$ cat src/rtl/core/pbra_ram.sv
// Generic single-write, single-read RAM with registered read data.
module pbra_ram #(
	parameter int WIDTH = 8,
	parameter int DEPTH = 512,
	parameter int AW    = (DEPTH > 1) ? $clog2(DEPTH) : 1
) (
	input  logic             clk,
	input  logic             we,
	input  logic [AW-1:0]    waddr,
	input  logic [WIDTH-1:0] wdata,
	input  logic [AW-1:0]    raddr,
	output logic [WIDTH-1:0] rdata
);

	logic [WIDTH-1:0] mem_q [DEPTH];
	logic [WIDTH-1:0] rdata_q;

	always_ff @(posedge clk) begin
		if (we) begin
			mem_q[waddr] <= wdata;
		end
		rdata_q <= mem_q[raddr];
	end

	assign rdata = rdata_q;

endmodule

$ cat config.mk
export PLATFORM = sky130hd
export DESIGN_NAME = pbra_ram
export DESIGN_NICKNAME = d
export VERILOG_FILES = /design/src/rtl/core/pbra_ram.sv
export SDC_FILE = /design/constraint.sdc
export NUM_CORES = 2
export LEC_CHECK = 0
export ABC_CLOCK_PERIOD_IN_PS = 2300
export BUFFER_PORTS_ARGS = -buffer_cell sky130_fd_sc_hd__buf_2
export CORE_UTILIZATION = 50
export DETAILED_ROUTE_END_ITERATION = 10
export PLACE_DENSITY = 0.68
export SLEW_MARGIN = 25
export SYNTH_ARGS = -nofsm -noshare
export SYNTH_HDL_FRONTEND = slang
export SYNTH_SLANG_ARGS = --single-unit
$ cat constraint.sdc
create_clock -name clk -period 2.3 [get_ports clk]
set_input_delay 0.345 -clock clk [delete_from_list [all_inputs] [get_ports clk]]
set_output_delay 0.345 -clock clk [all_outputs]
set_load 0.005 [all_outputs]
==> results.md <==
- DRC Markers: 0
- Detailed-route vias per instance: 6.22
- Fin crit period: 2.32 ns
- Layout cells sized above 1: 29.8%
- RSZ-0062 raised after global routing: yes
- Post-synth top area cell: edfxtp_1
- Clock power frac: between 40% and 50%
- Clock Latency Late Sink: between 0.9 and 1 ns
- Area Growth Syn to Fin: 19.4%
- DIE HEIGHT: about 570 µm
- Failing checks: setup timing
- Clock root cell: clkbuf_16
- Routed WL: around 420,000 µm
- CP endpoint kind: flop
- Finished layout cell area: around 190,000 µm²
- Initial Utilization: around 50%
- M2 GR Usage: just over 40%
- Worst-path clk slew: 0.06 ns
- Max clock buf depth: 4
- Yosys top cell area share: between 70 and 80%
- Max Cap Viol: 0
- Initial drt markers: around 11,000
- DIE AREA: around 320,000 µm²
- CTS tree: built
- Avg Inst Size Synth: roughly 20 µm²
- Sw Ratio: a little over a fifth
- Slew HR: between 30% and 40%
- Finish-stage setup viols: 4
- Met3 usage: 4.80%
- Most frequent cell after synthesis: edfxtp_1
- Core area: approximately 320,000 µm²
- Global-route wire length before repair: slightly above 600,000 µm
- Reg power frac: between 50% and 60%
- Top_reg_cell synth: edfxtp_1
- Global route overflow: 0
- Met1 Track Usage GR: between 30% and 40%
- Power Density: between 800 and 900 nW/µm²
- YS warnings: 0
- Vias in the first global route: around 88,000
- Via count: 87,300
- Port bufs: 35
- Synthesized net count: 8,058
- Placer Congestion: around 0.96
- Routed Antenna Nets: 0
- Clock buffer count from CTS: 400
- I/O Pins: 36
- Leak: between 0.06 and 0.07 µW
- Commonest cells post-synth: 4,096 x edfxtp_1, 797 x mux2i_1, 654 x mux4_2
- Mapped Area: about 160,000 µm²
- Layout Skew: 0.0539 ns
- Fillers: around 22,000
- Post-synth EDFFs: between 4,000 and 5,000
- Crit Path Class: flop to flop
- Register area share after synthesis: slightly below 80%
- Largest cells by area after synthesis: edfxtp_1 77%, mux4_2 9.2%, mux2i_1 5.0%
- Final worst-path setup slack: -0.0161 ns
- Combinational power share: under 10%
- Int Pwr: 123,000 µW
- Syn Inst Count: around 8,000
- Async SR Flop Fraction: 0%
- Largest net degree at the start of global routing: about 120
- Htree depth: 5
- Final Hold Viols: 0
- Gr busiest metal: met2
- CP max FO: 2
- Gr usage total: 26.0%
- Type of the tightest min-delay check: primary input to flop
- Max Slew Vio Count: 0
- Pre-Repair DR Iteration Count: 6
- Placed instance area: about 180,000 µm²
- Pwr Total: about 160,000 µW
- Fin crit share: 101%
- FP Rows: between 200 and 250
- Reg2Reg Depth: 8
- Status: finished, violations left
- Peak supply drop: between 0.0006 and 0.0007 V
- Clock sinks: around 4,100
- P_sw: 33,400 µW
- Width of the die: 568 µm
- Startpoint Class: flop
- Initial antenna violation count: 21
- Netlist cell types: roughly 50
- Arrival time at the worst endpoint: about 3.2 ns
- Routed length per instance: 30.2 µm
- Fmax: roughly 0.43 GHz
- WHS Path Cells: 4
- Seq cells post-synth: between 4,000 and 5,000
- Fin nets: between 9,000 and 10,000
- Worst slew pin tran: between 0.9 and 1 ns
- Hpwl dp: ~280,000 µm
- CP required: approximately 3.1 ns
[flip-flops by register name, summed over array words and instances, names as in the netlist]
| name | flops |
|---|---|
| mem_q | 4096 |
| rdata | 8 |
[repair_timing]
action,CTS,global route
endpoints found under the setup margin,8,8
resized for setup,73,56
gates cloned,0,1
pin swaps,18,28
buffers inserted,1,3
hold buffers,8,0
endpoints found under the hold margin,483,0
[per-stage QoR]
stage	hold slack (ns)	util, %	TNS [ns]	setup slack, ns	std cells
2_1_floorplan	0.444	-	0	0.0137	8030
3_3_place_gp	0.647	55.7	-25.53	-1.52	13300
3_5_place_dp	0.648	55.7	-27.23	-1.54	13300
4_1_cts	0.0328	59.9	-0.0747	-0.0375	14000
5_1_grt	0.0725	60.0	-0.196	-0.0774	14000
6_report	0.108	60.0	-0.0449	-0.0161	14000
[routing by layer]
| metal | wire (µm) | vias up |
|---|---|---|
| li1 | - | 36400 |
| met5 | 58 | - |
| met4 | 17900 | 8 |
| met2 | 201000 | 4754 |
| met3 | 40700 | 820 |
| met1 | 164000 | 45300 |
[cells in the final DEF (no fill, tap or decap), types with 10 or more instances in the layout]
cell | netlist | routed
clkbuf_16 | 0 | 407
buf_8 | 11 | 10
buf_2 | 57 | 23
nor2_1 | 597 | 594
a21oi_1 | 194 | 188
nand3_1 | 36 | 32
nor4_1 | 36 | 13
o221ai_1 | 371 | 345
mux4_2 | 654 | 654
buf_4 | 70 | 1344
buf_12 | 5 | 213
nor4_2 | 0 | 14
nand4_1 | 32 | 32
bufinv_16 | 0 | 43
clkinv_1 | 0 | 86
clkinvlp_4 | 0 | 16
buf_6 | 64 | 10
nand2_4 | 0 | 12
mux2i_1 | 797 | 796
nor3_1 | 109 | 105
a211oi_1 | 17 | 14
clkbuf_1 | 265 | 83
o221ai_2 | 1 | 27
o22ai_1 | 163 | 160
a22oi_1 | 61 | 60
o21ai_0 | 118 | 107
diode_2 | 0 | 12
nand2_1 | 111 | 94
and2_1 | 20 | 19
clkinv_2 | 0 | 59
edfxtp_1 | 4096 | 4096
[worst paths after layout]
kind                  from  endpoint  slack [ns]
min reg2reg  mem_q[318][3]  rdata[3]        1.09
min               raddr[3]  rdata[4]        0.11
max          mem_q[158][5]  rdata[5]       -0.02
max reg2reg  mem_q[158][5]  rdata[5]       -0.02
[power by group through the flow]
stage / clock (µW) / sequential [µW] / combinational (µW)
2_1_floorplan: 0 / 84000 / 3920
3_5_place_dp: 0 / 84000 / 8680
3_3_place_gp: 0 / 84000 / 8530
4_1_cts: 65800 / 82400 / 8790
6_report: 65200 / 82500 / 8930
5_1_grt: 68600 / 82400 / 9250
[worst max-delay path: stages, from the launching register on]
cell and delay (ns):
edfxtp_1 0.37, mux4_2 0.48, and2_1 0.17, a211oi_1 0.33, nor3_1 0.19, o22ai_1 0.25
nor2_1 0.09, buf_4 0.18, o2111a_1 0.14
[kinds of logic (layout without fill, tap and decap cells)]
logic type      count (synthesis)  after routing  synth area share [%]
flops                        4104           4104                  77.0
mux                          1451           1451                  14.2
buf+inv                       516           2338                  1.85
other cells                     0             12                     0
simple gates                  980            980                  2.63
compound gates                979            979                  4.31
[cell type report]
cell class / count / area [µm²] / area share (%)
Antenna cell: 12 / 30.0 / 0.0157
Multi-Input combinational cell: 3410 / 34600 / 18.1
Timing Repair Buffer: 1611 / 14900 / 7.80
Clock inverter: 232 / 2470 / 1.29
Clock buffer: 492 / 10500 / 5.51
Tap cell: 4180 / 5230 / 2.74
Sequential cell: 4104 / 123000 / 64.5
Inverter: 3 / 18.8 / 0.00983
(Power assumes the default switching activity.)
